$ cat src/rtl/bpc_pkg.sv
// Package for the barometer pressure compensation block.
// Holds payload structs, config indexes, sequencer states and shared constants.
package bpc_pkg;

    typedef struct packed {
        logic              action;
        logic signed [23:0] raw_sample;
    } bpc_in_t;

    typedef struct packed {
        logic               kind;
        logic               status;
        logic signed [31:0] scaled_raw;
        logic signed [63:0] compensated;
    } bpc_out_t;

    typedef enum logic [2:0] {
        CFG_CALIB0    = 3'd0,
        CFG_CALIB1    = 3'd1,
        CFG_CALIB2    = 3'd2,
        CFG_MODE      = 3'd3,
        CFG_PRS_SCALE = 3'd4,
        CFG_TMP_SCALE = 3'd5
    } bpc_cfg_idx_t;

    localparam logic [2:0] MODE_PRS      = 3'd1;
    localparam logic [2:0] MODE_TMP      = 3'd2;
    localparam logic [2:0] MODE_CONT_PRS = 3'd5;
    localparam logic [2:0] MODE_CONT_TMP = 3'd6;
    localparam logic [2:0] MODE_BOTH     = 3'd7;

    localparam logic [20:0] SCALE_RESET = 21'd524288;
    localparam logic [63:0] S64_MAX = 64'h7fff_ffff_ffff_ffff;
    localparam logic [63:0] S64_MIN = 64'h8000_0000_0000_0000;

    typedef enum logic [3:0] {
        ST_IDLE,
        ST_DIV,
        ST_SCALE,
        ST_MUL_LO,
        ST_MUL_HI,
        ST_MUL_FIN,
        ST_ADD,
        ST_OUT
    } bpc_state_t;

    // Saturating signed 64-bit add
    function automatic logic [63:0] sat_add64(input logic [63:0] a, input logic [63:0] b);
        logic [63:0] s;
        begin
            s = a + b;
            if (!a[63] && !b[63] && s[63])
                sat_add64 = S64_MAX;
            else if (a[63] && b[63] && !s[63])
                sat_add64 = S64_MIN;
            else
                sat_add64 = s;
        end
    endfunction

endpackage

$ cat src/rtl/bpc_mulq.sv
// Serial Q47.16 x Q5.26 multiplier: magnitude times magnitude in two 32x32
// partial products, truncated toward zero and saturated.  Uses bpc_pkg.
module bpc_mulq (
    input  logic        clk,
    input  logic        rst_n,
    input  logic        start,
    input  logic [63:0] x,
    input  logic [31:0] y,
    output logic        done,
    output logic [63:0] prod
);
    import bpc_pkg::*;

    logic [1:0]  phase_reg, phase_next;
    logic [63:0] mx_reg, mx_next;
    logic [31:0] my_reg, my_next;
    logic        neg_reg, neg_next;
    logic [63:0] lp_reg, lp_next;
    logic [63:0] hp_reg, hp_next;
    logic [63:0] prod_reg, prod_next;
    logic        done_reg, done_next;

    logic [31:0] op_a;
    logic [63:0] mul_out;
    logic [63:0] lim;
    logic [63:0] r;

    // shared 32x32 multiplier
    assign op_a    = (phase_reg == 2'd1) ? mx_reg[31:0] : mx_reg[63:32];
    assign mul_out = {32'd0, op_a} * {32'd0, my_reg};
    assign lim     = neg_reg ? S64_MIN : S64_MAX;

    always_comb
    begin
        r = (hp_reg << 6) + {26'd0, lp_reg[63:26]};
        if (hp_reg > {6'd0, lim[63:6]})
            r = lim;
        else if (r > lim)
            r = lim;
    end

    always_comb
    begin
        phase_next = phase_reg;
        mx_next    = mx_reg;
        my_next    = my_reg;
        neg_next   = neg_reg;
        lp_next    = lp_reg;
        hp_next    = hp_reg;
        prod_next  = prod_reg;
        done_next  = 1'b0;
        case (phase_reg)
            2'd0:
            begin
                if (start)
                begin
                    neg_next   = x[63] ^ y[31];
                    mx_next    = x[63] ? (64'd0 - x) : x;
                    my_next    = y[31] ? (32'd0 - y) : y;
                    phase_next = 2'd1;
                end
            end
            2'd1:
            begin
                lp_next    = mul_out;
                phase_next = 2'd2;
            end
            2'd2:
            begin
                hp_next    = mul_out;
                phase_next = 2'd3;
            end
            default:
            begin
                prod_next  = neg_reg ? (64'd0 - r) : r;
                done_next  = 1'b1;
                phase_next = 2'd0;
            end
        endcase
    end

    always_ff @(posedge clk or negedge rst_n)
    begin
        if (!rst_n)
        begin
            phase_reg <= 2'd0;
            done_reg  <= 1'b0;
        end
        else
        begin
            phase_reg <= phase_next;
            done_reg  <= done_next;
        end
    end

    always_ff @(posedge clk)
    begin
        mx_reg   <= mx_next;
        my_reg   <= my_next;
        neg_reg  <= neg_next;
        lp_reg   <= lp_next;
        hp_reg   <= hp_next;
        prod_reg <= prod_next;
    end

    assign done = done_reg;
    assign prod = prod_reg;

endmodule

$ cat src/rtl/bpc_div.sv
// Restoring divider for the raw-sample scaling: (|raw| << 26) / scale,
// one quotient bit per cycle over 50 dividend bits.  Uses bpc_pkg.
module bpc_div (
    input  logic        clk,
    input  logic        rst_n,
    input  logic        start,
    input  logic [49:0] dividend,
    input  logic [20:0] divisor,
    output logic        done,
    output logic [49:0] quotient
);
    import bpc_pkg::*;

    logic        busy_reg, busy_next;
    logic [5:0]  cnt_reg, cnt_next;
    logic [49:0] q_reg, q_next;
    logic [21:0] rem_reg, rem_next;
    logic [20:0] d_reg, d_next;
    logic        done_reg, done_next;
    logic [21:0] trial;

    assign trial = {rem_reg[20:0], q_reg[49]};

    always_comb
    begin
        busy_next = busy_reg;
        cnt_next  = cnt_reg;
        q_next    = q_reg;
        rem_next  = rem_reg;
        d_next    = d_reg;
        done_next = 1'b0;
        if (!busy_reg)
        begin
            if (start)
            begin
                busy_next = 1'b1;
                cnt_next  = 6'd0;
                q_next    = dividend;
                rem_next  = 22'd0;
                d_next    = (divisor == 21'd0) ? 21'd1 : divisor;
            end
        end
        else
        begin
            // one shift-subtract step
            if (trial >= {1'b0, d_reg})
            begin
                rem_next = trial - {1'b0, d_reg};
                q_next   = {q_reg[48:0], 1'b1};
            end
            else
            begin
                rem_next = trial;
                q_next   = {q_reg[48:0], 1'b0};
            end
            cnt_next = cnt_reg + 6'd1;
            if (cnt_reg == 6'd49)
            begin
                busy_next = 1'b0;
                done_next = 1'b1;
            end
        end
    end

    always_ff @(posedge clk or negedge rst_n)
    begin
        if (!rst_n)
        begin
            busy_reg <= 1'b0;
            done_reg <= 1'b0;
            cnt_reg  <= 6'd0;
        end
        else
        begin
            busy_reg <= busy_next;
            done_reg <= done_next;
            cnt_reg  <= cnt_next;
        end
    end

    always_ff @(posedge clk)
    begin
        q_reg   <= q_next;
        rem_reg <= rem_next;
        d_reg   <= d_next;
    end

    assign done     = done_reg;
    assign quotient = q_reg;

endmodule

$ cat src/rtl/barometer_pressure_compensation.sv
// Barometer pressure and temperature compensation. Each item scales the raw
// sample by a 50-step serial divider, then runs the compensation polynomial
// through one shared two-pass 32x32 multiplier and a saturating adder under a
// small op sequencer. A temperature item runs one serial product and a
// pressure item seven; an item whose kind the mode forbids goes straight to
// the output stage without a divide or a product.
// Ready is low while an item is in progress.
// Depends on bpc_pkg, bpc_div and bpc_mulq.
module barometer_pressure_compensation #(
    parameter int RAW_BITS = 24
) (
    input  logic               clk,
    input  logic               rst_n,
    input  logic               in_valid,
    output logic               in_ready,
    input  bpc_pkg::bpc_in_t   in_data,
    output logic               out_valid,
    input  logic               out_ready,
    output bpc_pkg::bpc_out_t  out_data,
    input  logic               cfg_valid,
    output logic               cfg_ready,
    input  logic [2:0]         cfg_index,
    input  logic [47:0]        cfg_data
);
    import bpc_pkg::*;

    // config registers
    logic [47:0] cal0_reg, cal1_reg, cal2_reg;
    logic [2:0]  mode_reg;
    logic [20:0] pscale_reg, tscale_reg;
    logic signed [31:0] tlast_reg, tlast_next;

    bpc_state_t state_reg, state_next;
    logic [2:0] op_reg, op_next;
    logic       kind_reg, kind_next;
    logic       status_reg, status_next;
    logic [31:0] sc_reg, sc_next;
    logic [63:0] acc_reg, acc_next;
    logic [63:0] g_reg, g_next;
    logic [63:0] mres_reg, mres_next;
    logic signed [RAW_BITS-1:0] raw_reg, raw_next;
    logic        neg_reg, neg_next;
    bpc_out_t    out_reg, out_next;
    logic        ovalid_reg, ovalid_next;

    logic        div_start, div_done;
    logic [49:0] div_q;
    logic [49:0] div_dvd;
    logic        mul_start, mul_done;
    logic [63:0] mul_x, mul_prod;
    logic [31:0] mul_y;
    logic [63:0] add_a, add_b;

    logic [7:0] cb [18];
    logic signed [63:0] c0q, c1q, c00q, c10q, c01q, c11q, c20q, c21q, c30q;
    logic [RAW_BITS-1:0] mag;
    logic [31:0] scaled;
    logic        allowed;

    // calibration byte unpack
    always_comb
    begin
        for (int i = 0; i < 6; i++)
        begin
            cb[i]      = cal0_reg[47 - 8*i -: 8];
            cb[i + 6]  = cal1_reg[47 - 8*i -: 8];
            cb[i + 12] = cal2_reg[47 - 8*i -: 8];
        end
    end

    always_comb
    begin
        c0q  = 64'(signed'({cb[0], cb[1][7:4]})) <<< 15;
        c1q  = 64'(signed'({cb[1][3:0], cb[2]})) <<< 16;
        c00q = 64'(signed'({cb[3], cb[4], cb[5][7:4]})) <<< 16;
        c10q = 64'(signed'({cb[5][3:0], cb[6], cb[7]})) <<< 16;
        c01q = 64'(signed'({cb[8], cb[9]})) <<< 16;
        c11q = 64'(signed'({cb[10], cb[11]})) <<< 16;
        c20q = 64'(signed'({cb[12], cb[13]})) <<< 16;
        c21q = 64'(signed'({cb[14], cb[15]})) <<< 16;
        c30q = 64'(signed'({cb[16], cb[17]})) <<< 16;
    end

    always_comb
    begin
        if (in_data.action)
            allowed = (mode_reg == MODE_PRS) || (mode_reg == MODE_CONT_PRS)
                   || (mode_reg == MODE_BOTH);
        else
            allowed = (mode_reg == MODE_TMP) || (mode_reg == MODE_CONT_TMP)
                   || (mode_reg == MODE_BOTH);
    end

    assign mag     = raw_reg[RAW_BITS-1] ? (RAW_BITS'(0) - raw_reg) : raw_reg;
    assign div_dvd = 50'(mag) << 26;

    // saturate quotient to Q5.26
    always_comb
    begin
        if (neg_reg)
            scaled = (div_q >= 50'h8000_0000) ? 32'h8000_0000 : (32'd0 - div_q[31:0]);
        else
            scaled = (div_q > 50'h7fff_ffff) ? 32'h7fff_ffff : div_q[31:0];
    end

    bpc_div u_div (
        .clk      (clk),
        .rst_n    (rst_n),
        .start    (div_start),
        .dividend (div_dvd),
        .divisor  (kind_reg ? pscale_reg : tscale_reg),
        .done     (div_done),
        .quotient (div_q)
    );

    bpc_mulq u_mul (
        .clk   (clk),
        .rst_n (rst_n),
        .start (mul_start),
        .x     (mul_x),
        .y     (mul_y),
        .done  (mul_done),
        .prod  (mul_prod)
    );

    // Op sequence. Temperature: op0 m=c1*T, acc=c0+m.
    // Pressure: op0 c30*P +c20, op1 acc*P +c10, op2 acc*P +c00,
    // op3 c21*P +c11 -> g, op4 g*P -> g, op5 c01*T +acc, op6 g*T +acc.
    always_comb
    begin
        mul_x = acc_reg;
        mul_y = sc_reg;
        if (!kind_reg)
            mul_x = c1q;
        else
            case (op_reg)
                3'd0:    mul_x = c30q;
                3'd1,
                3'd2:    mul_x = acc_reg;
                3'd3:    mul_x = c21q;
                3'd4:    mul_x = g_reg;
                3'd5:
                begin
                    mul_x = c01q;
                    mul_y = tlast_reg;
                end
                default:
                begin
                    mul_x = g_reg;
                    mul_y = tlast_reg;
                end
            endcase
    end

    always_comb
    begin
        add_a = acc_reg;
        add_b = mres_reg;
        if (!kind_reg)
            add_a = c0q;
        else
            case (op_reg)
                3'd0:    add_a = c20q;
                3'd1:    add_a = c10q;
                3'd2:    add_a = c00q;
                3'd3:    add_a = c11q;
                3'd4:    add_a = 64'd0;
                default: add_a = acc_reg;
            endcase
    end

    // next state
    always_comb
    begin
        state_next = state_reg;
        unique case (state_reg)
            ST_IDLE:    if (in_valid && in_ready)
                            state_next = allowed ? ST_DIV : ST_OUT;
            ST_DIV:     state_next = ST_SCALE;
            ST_SCALE:   if (div_done) state_next = ST_MUL_LO;
            ST_MUL_LO:  state_next = ST_MUL_FIN;
            ST_MUL_HI:  state_next = ST_MUL_FIN;
            ST_MUL_FIN: if (mul_done) state_next = ST_ADD;
            ST_ADD:     state_next = (!kind_reg || op_reg == 3'd6) ? ST_OUT : ST_MUL_LO;
            ST_OUT:     if (!ovalid_reg || out_ready) state_next = ST_IDLE;
            default:    state_next = ST_IDLE;
        endcase
    end

    // datapath and outputs
    always_comb
    begin
        op_next     = op_reg;
        kind_next   = kind_reg;
        status_next = status_reg;
        sc_next     = sc_reg;
        acc_next    = acc_reg;
        g_next      = g_reg;
        mres_next   = mres_reg;
        raw_next    = raw_reg;
        neg_next    = neg_reg;
        tlast_next  = tlast_reg;
        out_next    = out_reg;
        ovalid_next = ovalid_reg;
        div_start   = 1'b0;
        mul_start   = 1'b0;
        in_ready    = 1'b0;
        if (ovalid_reg && out_ready)
            ovalid_next = 1'b0;
        unique case (state_reg)
            ST_IDLE:
            begin
                in_ready = 1'b1;
                if (in_valid)
                begin
                    kind_next   = in_data.action;
                    status_next = !allowed;
                    raw_next    = in_data.raw_sample[RAW_BITS-1:0];
                    neg_next    = in_data.raw_sample[RAW_BITS-1];
                    op_next     = 3'd0;
                    sc_next     = 32'd0;
                    acc_next    = 64'd0;
                end
            end
            ST_DIV:     div_start = 1'b1;
            ST_SCALE:   if (div_done) sc_next = scaled;
            ST_MUL_LO:  mul_start = 1'b1;
            ST_MUL_HI:  mul_start = 1'b0;
            ST_MUL_FIN: if (mul_done) mres_next = mul_prod;
            ST_ADD:
            begin
                op_next = op_reg + 3'd1;
                if (kind_reg && (op_reg == 3'd3 || op_reg == 3'd4))
                    g_next = sat_add64(add_a, add_b);
                else
                    acc_next = sat_add64(add_a, add_b);
                if (!kind_reg)
                    tlast_next = sc_reg;
            end
            ST_OUT:
            begin
                if (!ovalid_reg || out_ready)
                begin
                    out_next.kind        = kind_reg;
                    out_next.status      = status_reg;
                    out_next.scaled_raw  = sc_reg;
                    out_next.compensated = acc_reg;
                    ovalid_next          = 1'b1;
                end
            end
            default: ;
        endcase
    end

    assign cfg_ready = 1'b1;

    // config writes
    always_ff @(posedge clk or negedge rst_n)
    begin
        if (!rst_n)
        begin
            cal0_reg   <= 48'd0;
            cal1_reg   <= 48'd0;
            cal2_reg   <= 48'd0;
            mode_reg   <= 3'd0;
            pscale_reg <= SCALE_RESET;
            tscale_reg <= SCALE_RESET;
        end
        else if (cfg_valid)
        begin
            unique case (cfg_index)
                CFG_CALIB0:    cal0_reg   <= cfg_data;
                CFG_CALIB1:    cal1_reg   <= cfg_data;
                CFG_CALIB2:    cal2_reg   <= cfg_data;
                CFG_MODE:      mode_reg   <= cfg_data[2:0];
                CFG_PRS_SCALE: pscale_reg <= cfg_data[20:0];
                CFG_TMP_SCALE: tscale_reg <= cfg_data[20:0];
                default: ;
            endcase
        end
    end

    always_ff @(posedge clk or negedge rst_n)
    begin
        if (!rst_n)
        begin
            state_reg  <= ST_IDLE;
            ovalid_reg <= 1'b0;
            tlast_reg  <= 32'sd0;
            op_reg     <= 3'd0;
        end
        else
        begin
            state_reg  <= state_next;
            ovalid_reg <= ovalid_next;
            tlast_reg  <= tlast_next;
            op_reg     <= op_next;
        end
    end

    always_ff @(posedge clk)
    begin
        kind_reg   <= kind_next;
        status_reg <= status_next;
        sc_reg     <= sc_next;
        acc_reg    <= acc_next;
        g_reg      <= g_next;
        mres_reg   <= mres_next;
        raw_reg    <= raw_next;
        neg_reg    <= neg_next;
        out_reg    <= out_next;
    end

    assign out_valid = ovalid_reg;
    assign out_data  = out_reg;

endmodule

$ cat config.mk
export PLATFORM = sky130hd
export DESIGN_NAME = barometer_pressure_compensation
export DESIGN_NICKNAME = d
export VERILOG_FILES = /design/src/rtl/bpc_pkg.sv /design/src/rtl/bpc_mulq.sv /design/src/rtl/bpc_div.sv /design/src/rtl/barometer_pressure_compensation.sv
export SDC_FILE = /design/constraint.sdc
export NUM_CORES = 2
export LEC_CHECK = 0
export ABC_AREA = 1
export BUFFER_PORTS_ARGS = -buffer_cell sky130_fd_sc_hd__clkbuf_2
export CAP_MARGIN = 20
export CORE_ASPECT_RATIO = 0.8
export CORE_MARGIN = 4
export CORE_UTILIZATION = 49
export CTS_BUF_LIST = sky130_fd_sc_hd__clkbuf_4 sky130_fd_sc_hd__clkbuf_8 sky130_fd_sc_hd__clkbuf_16
export DETAILED_ROUTE_END_ITERATION = 7
export SYNTH_ARGS = -nofsm -noshare
export SYNTH_HDL_FRONTEND = slang
export SYNTH_HIERARCHICAL = 1
export SYNTH_SLANG_ARGS = --single-unit
$ cat constraint.sdc
create_clock -name clk -period 16.1 [get_ports clk]
set_input_delay 3.22 -clock clk [delete_from_list [all_inputs] [get_ports clk]]
set_output_delay 3.22 -clock clk [all_outputs]
set_load 0.02 [all_outputs]
Word-level counts from Yosys, hierarchy flattened:

Index checks and enable logic that the tools add are counted.

* $add $sub $neg: 10
* multiplexer cells: 58
* equality and inequality tests: 33
* reductions and logical operators: 49
* bitwise operators: 3
* multiply operators: 1
* magnitude comparators: 5

Operators by type and width (number)
* 2-to-1 mux 64 bit: 10
* one-hot mux 64 bit (5 select lines): 1
* 2-to-1 mux 32 bit: 8
* one-hot mux 64 bit (4 select lines): 1
* one-hot mux 64 bit (2 select lines): 1
* subtractor 1 x 64 -> 64 bit (first input constant): 2
* 2-to-1 mux 50 bit: 2
* 2-to-1 mux 21 bit: 4
* adder 64 x 38 -> 64 bit: 1
* adder 64 bit: 1
* greater-than comparator 64 x 58 -> 1 bit: 1
* greater-than comparator 64 bit: 1
* multiplier 32 x 32 -> 64 bit: 1
* one-hot mux 32 bit (2 select lines): 1
* subtractor 1 x 32 -> 32 bit (first input constant): 2
* 2-to-1 mux 63 bit: 1
* greater-or-equal comparator 50 x 32 -> 1 bit (second input constant): 1
* greater-than comparator 50 x 31 -> 1 bit (second input constant): 1
* 2-to-1 mux 31 bit: 1
* one-hot mux 4 bit (7 select lines): 1
* AND reduction 2 bit: 14
* equality test 3 bit (second input constant): 8
* 2-to-1 mux 24 bit: 1
* subtractor 1 x 24 -> 24 bit (first input constant): 1
* 36 further kinds: 93

* logic and storage cells: 197
* register bits after elaboration: 970
* input bits: 81
* output and inout port bits: 101

Logic depth before layout (Yosys ltp):

* depth in word-level cells: 10
* gate-level depth with buffers: 42

By module:

The synthesis kept the hierarchy.

Modules (own cells, without submodules)
* bpc_mulq: area an instance 52923.3 µm², sequential area each 7972.6 µm², cells an instance 6643, instances 1
* barometer_pressure_compensation: area an instance 30590.6 µm², sequential area each 16158.0 µm², cells an instance 3746, instances 1
* bpc_div: area an instance 5833.1 µm², sequential area each 2962.8 µm², cells an instance 720, instances 1

Worst setup path after synthesis:

Ideal clock, no wire load.

* path kind: register to register
* start: register u_mul.phase_reg[1]
* end: register u_mul.hp_reg[56] (data pin)
* data arrival time: 8.928 ns
* setup slack: 6.902 ns
* library setup time: 0.269 ns
* cell stages (with the launch flop): 34
* data required time: 15.831 ns
* cells stage by stage: dfrtp_1 inv_1 ha_1 inv_1 clkbuf_1 or2_2 o21ai_0 clkbuf_1 clkbuf_1 nor2_1 fa_1 inv_1 fa_1 inv_1 fa_1 inv_1 fa_1 inv_1 fa_1 fa_1 fa_1 fa_1 ha_1 nand2_1 nor2_1 nand2_1 nor4b_1 a21oi_1 o21ai_0 nand3_1 nand2_1 a21oi_1 o21ai_0 xor2_1

* longest elaborated chain between the ends: 3

RTL lines
* from (decl): RTL line bpc_mulq.sv:14 `logic [1:0] phase_reg, phase_next;`
* from (signal assigned): RTL line bpc_mulq.sv:91 `phase_reg <= phase_next;`
* equality test 2 x 1 -> 1 bit: RTL line bpc_mulq.sv:29 `assign op_a = (phase_reg == 2'd1) ? mx_reg[31:0] : mx_reg[63:32];`
* 2-to-1 mux 32 bit: RTL line bpc_mulq.sv:29
* multiplier 32 x 32 -> 64 bit: RTL line bpc_mulq.sv:30 `assign mul_out = {32'd0, op_a} * {32'd0, my_reg};`
* net u_mul.mul_out[56]: RTL line bpc_mulq.sv:24 `logic [63:0] mul_out;`
* to (signal assigned): RTL line bpc_mulq.sv:102 `hp_reg <= hp_next;`
* to (decl): RTL line bpc_mulq.sv:19 `logic [63:0] hp_reg, hp_next;`

The timed path passes the listed nets, and every way through them passes these cells.
A chain may end at the register's enable or synchronous reset.

Worst setup path in the final report:

* start: register u_mul.phase_reg[1]
* end: register u_mul.hp_reg[52] (data pin)

Same word-level chain as after synthesis.

==> impl_metrics.py <==
metrics = {
    "global_route": {
        "grt_usage_pct": 34.30,
        "gr-total-overflow": 0,
        "grt_first_pass_wirelength_um": 483500,
        "antenna_found_initial": 5,
        "grt_pass1_vias": 73440,
        "grt_max_degree": 97,
    },
    "setup_path": {
        "crit_top_cell": "fa_1",
        "crit_slowest_cell": "nor4_1",
        "worstPathArrival_ns": 11.07,
        "worstSetupEndpointType": "flip-flop",
        "path_class": "flip-flop to flip-flop",
        "start_kind": "flip-flop",
        "crit_path_max_fanout": 29,
        "worst_path_largest_cell_delay_ns": 0.74,
        "worstPathRequired_ns": 16.55,
    },
    "synthesis": {
        "ys.warnings.count": 6,
        "synth-edff-count": 703,
        "yosys-top-cells-area": "edfxtp_1 24%, fa_1 20%, nand2_1 12%, inv_1 8.0%, ha_1 7.3%",
        "ys_ff_latch": 942,
        "synth_seq_area_share_pct": 30.32,
        "syn_avg_cell_area_um2": 8.043,
        "yosysUniqueCellTypes": 71,
        "async_flop_share_pct": 25.37,
        "synthCells": 11110,
        "synth_top_cell_by_area": "edfxtp_1",
        "synthDominantCellAreaShare_pct": 23.63,
        "netlist_area_mm2": 0.08935,
        "ys.flop_type": "edfxtp_1",
    },
    "clock_network": {
        "clockBufferDepth": 3,
        "cts_tree": "done",
        "root_buffer": "clkbuf_16",
        "cts_resized": 0,
        "htree_levels": 3,
        "clk_pin_slew_ns": 0.07,
        "insertion_delay_ns": 0.77,
        "clock_sinks": 942,
        "postCtsSetupBuffers": 0,
        "numCtsBuffers": 97,
        "cts_hold_buf": 0,
    },
    "timing": {
        "setup_viol": 0,
        "relSlewSlack_pct": 20.25,
        "max_freq_ghz": 0.09418,
        "final_hold_viol_count": 0,
        "drv_slew": 0,
        "finClkSkew_ns": 0.09284,
        "min_period_over_period_pct": 65.95,
        "holdWs_ns": 0.3715,
        "rsz0062_at_grt": "false",
        "worstMarginPinSlew_ns": 1.196,
        "fin_crit_ns": 10.62,
        "setup_tns_ns": 0,
    },
    "floorplanning": {
        "die_y_um": 389.9,
        "die_w_um": 485.4,
        "ioPinCount": 182,
        "initial_core_util_pct": 49.54,
        "rows": 139,
        "coreArea_mm2": 0.1804,
        "die_area_mm2": 0.1893,
    },
    "placement": {
        "dpl.hpwl_um": 263300,
        "io_buffer_count": 180,
        "dpl.cell_count": 13430,
        "gp_congestion": 1.039,
    },
    "routing": {
        "vias": 76100,
        "avgRoutedWirePerCell_um": 24.02,
        "wirelength_um": 327000,
        "drt-pass1-iter-count": 6,
        "drcViolationCount": 0,
        "viasPerCell": 5.590,
        "ant_nets": 0,
        "drtIter0Drc": 8722,
    },
    "layout": {
        "drive_above_1_share_pct": 6.270,
        "final_nets": 12640,
        "layout_common_cells": "2850 x nand2_1, 1910 x inv_1, 1320 x nor2_1, 899 x fa_1, 703 x edfxtp_1",
        "areaGrowthSynthToFinish_pct": 7.631,
        "largest_register_ffs": 98,
        "final_common_cell": "nand2_1",
        "instances_no_fill": 13610,
    },
    "pwr": {
        "finalPower_uw": 5469,
        "ir_drop_v": 0.00008806,
        "power.density_mw_per_mm2": 56.87,
        "p_leak_uw": 0.04630,
    },
    "job": {
        "max-cap-violations": 0,
    },
    "min_path": {
        "min_path_type": "flip-flop to flip-flop",
    },
    "outcome": {
        "status": "finished clean",
    },
}
## path summary, 6_finish.rpt
check	from	to	slack, ns	cells past startpoint
max	u_mul/phase_reg[1]$_DFFE_PN0P_	u_mul/hp_reg[52]$_DFFE_PN_	5.48	30
min	status_reg$_DFFE_PP_	out_data[96]$_DFFE_PP_	0.37	0
max reg2reg	u_mul/phase_reg[1]$_DFFE_PN0P_	u_mul/hp_reg[52]$_DFFE_PN_	5.48	30
min reg2reg	status_reg$_DFFE_PP_	out_data[96]$_DFFE_PP_	0.37	0
max in group asynchronous	rst_n	cal0_reg[22]$_DFFE_PN0P_	11.81	3
min in group asynchronous	rst_n	tlast_reg[16]$_DFFE_PN0P_	2.45	1
## layout make-up
type	count	area (um^2)
Sequential cell	942	27090
Multi-Input combinational cell	7820	53420
Tap cell	2397	2999
Inverter	1957	7363
Clock inverter	44	470.5
Antenna cell	4	10.01
Timing Repair Buffer	318	2051
Fill cell	17280	84190
Clock buffer	132	2753
## critical path: cells and delay by family (launching register included)
kind	cells	cell delay [ns]
AOI/OAI and AO/OA	2	0.25
buffers and inverters	9	1.74
DFF	1	0.40
xor gates and xnor gates	1	0.37
adders and majority gates	10	4.97
and+or+nand+nor	8	2.51
## metrics by stage
stage | setup WS, ns | util (%) | cell area (um^2)
after floorplan | 6.902 | - | 89440
after global placement | 5.148 | 51.42 | 92740
after detailed placement | 5.915 | 51.49 | 92860
after CTS | 5.773 | 53.28 | 96080
after global routing | 5.235 | 53.32 | 96150
final | 5.482 | 53.32 | 96160
## per-layer routing
layer,wire length [um],part of all wire (%),GRT usage (%),up-vias
met5,13,0.0040,0,-
met4,8259,2.5,8.114,2
met3,35570,11,8.846,437
met2,133900,41,48.67,3552
met1,149200,46,52.26,37570
li1,-,-,-,34530
## cell families (layout without fill, tap and decap cells)
kind of cell	after synthesis	in the layout	share of synthesized area (%)
compound gates	1225	1225	7.297
mux	1	1	0.01260
other cells	2	31	0.008405
xor+xnor	249	249	2.441
flops	942	942	30.32
buf+inv	2372	2451	10.22
fa+ha+maj	1419	1419	27.43
simple gates	4899	4899	22.27
## Yosys cell counts, drive strengths merged (33+ instances only)
cell       n
nand4     85
dfrtp    237
edfxtp   703
a21oi    498
nor2    1371
nand2   2881
fa       899
nor3      94
buf       90
clkbuf   325
xnor2     84
a31oi     35
o21ai    571
xor2     165
or2       50
ha       520
nand3b    33
inv     1936
nand3    337
## report_power, final
group | switching [uW] | total (uW) | internal [uW]
sequential | 51.7 | 2740 | 2690
clock | 1020 | 2280 | 1260
combinational | 311 | 443 | 132
Note: power is estimated with default switching activity, not from simulation.
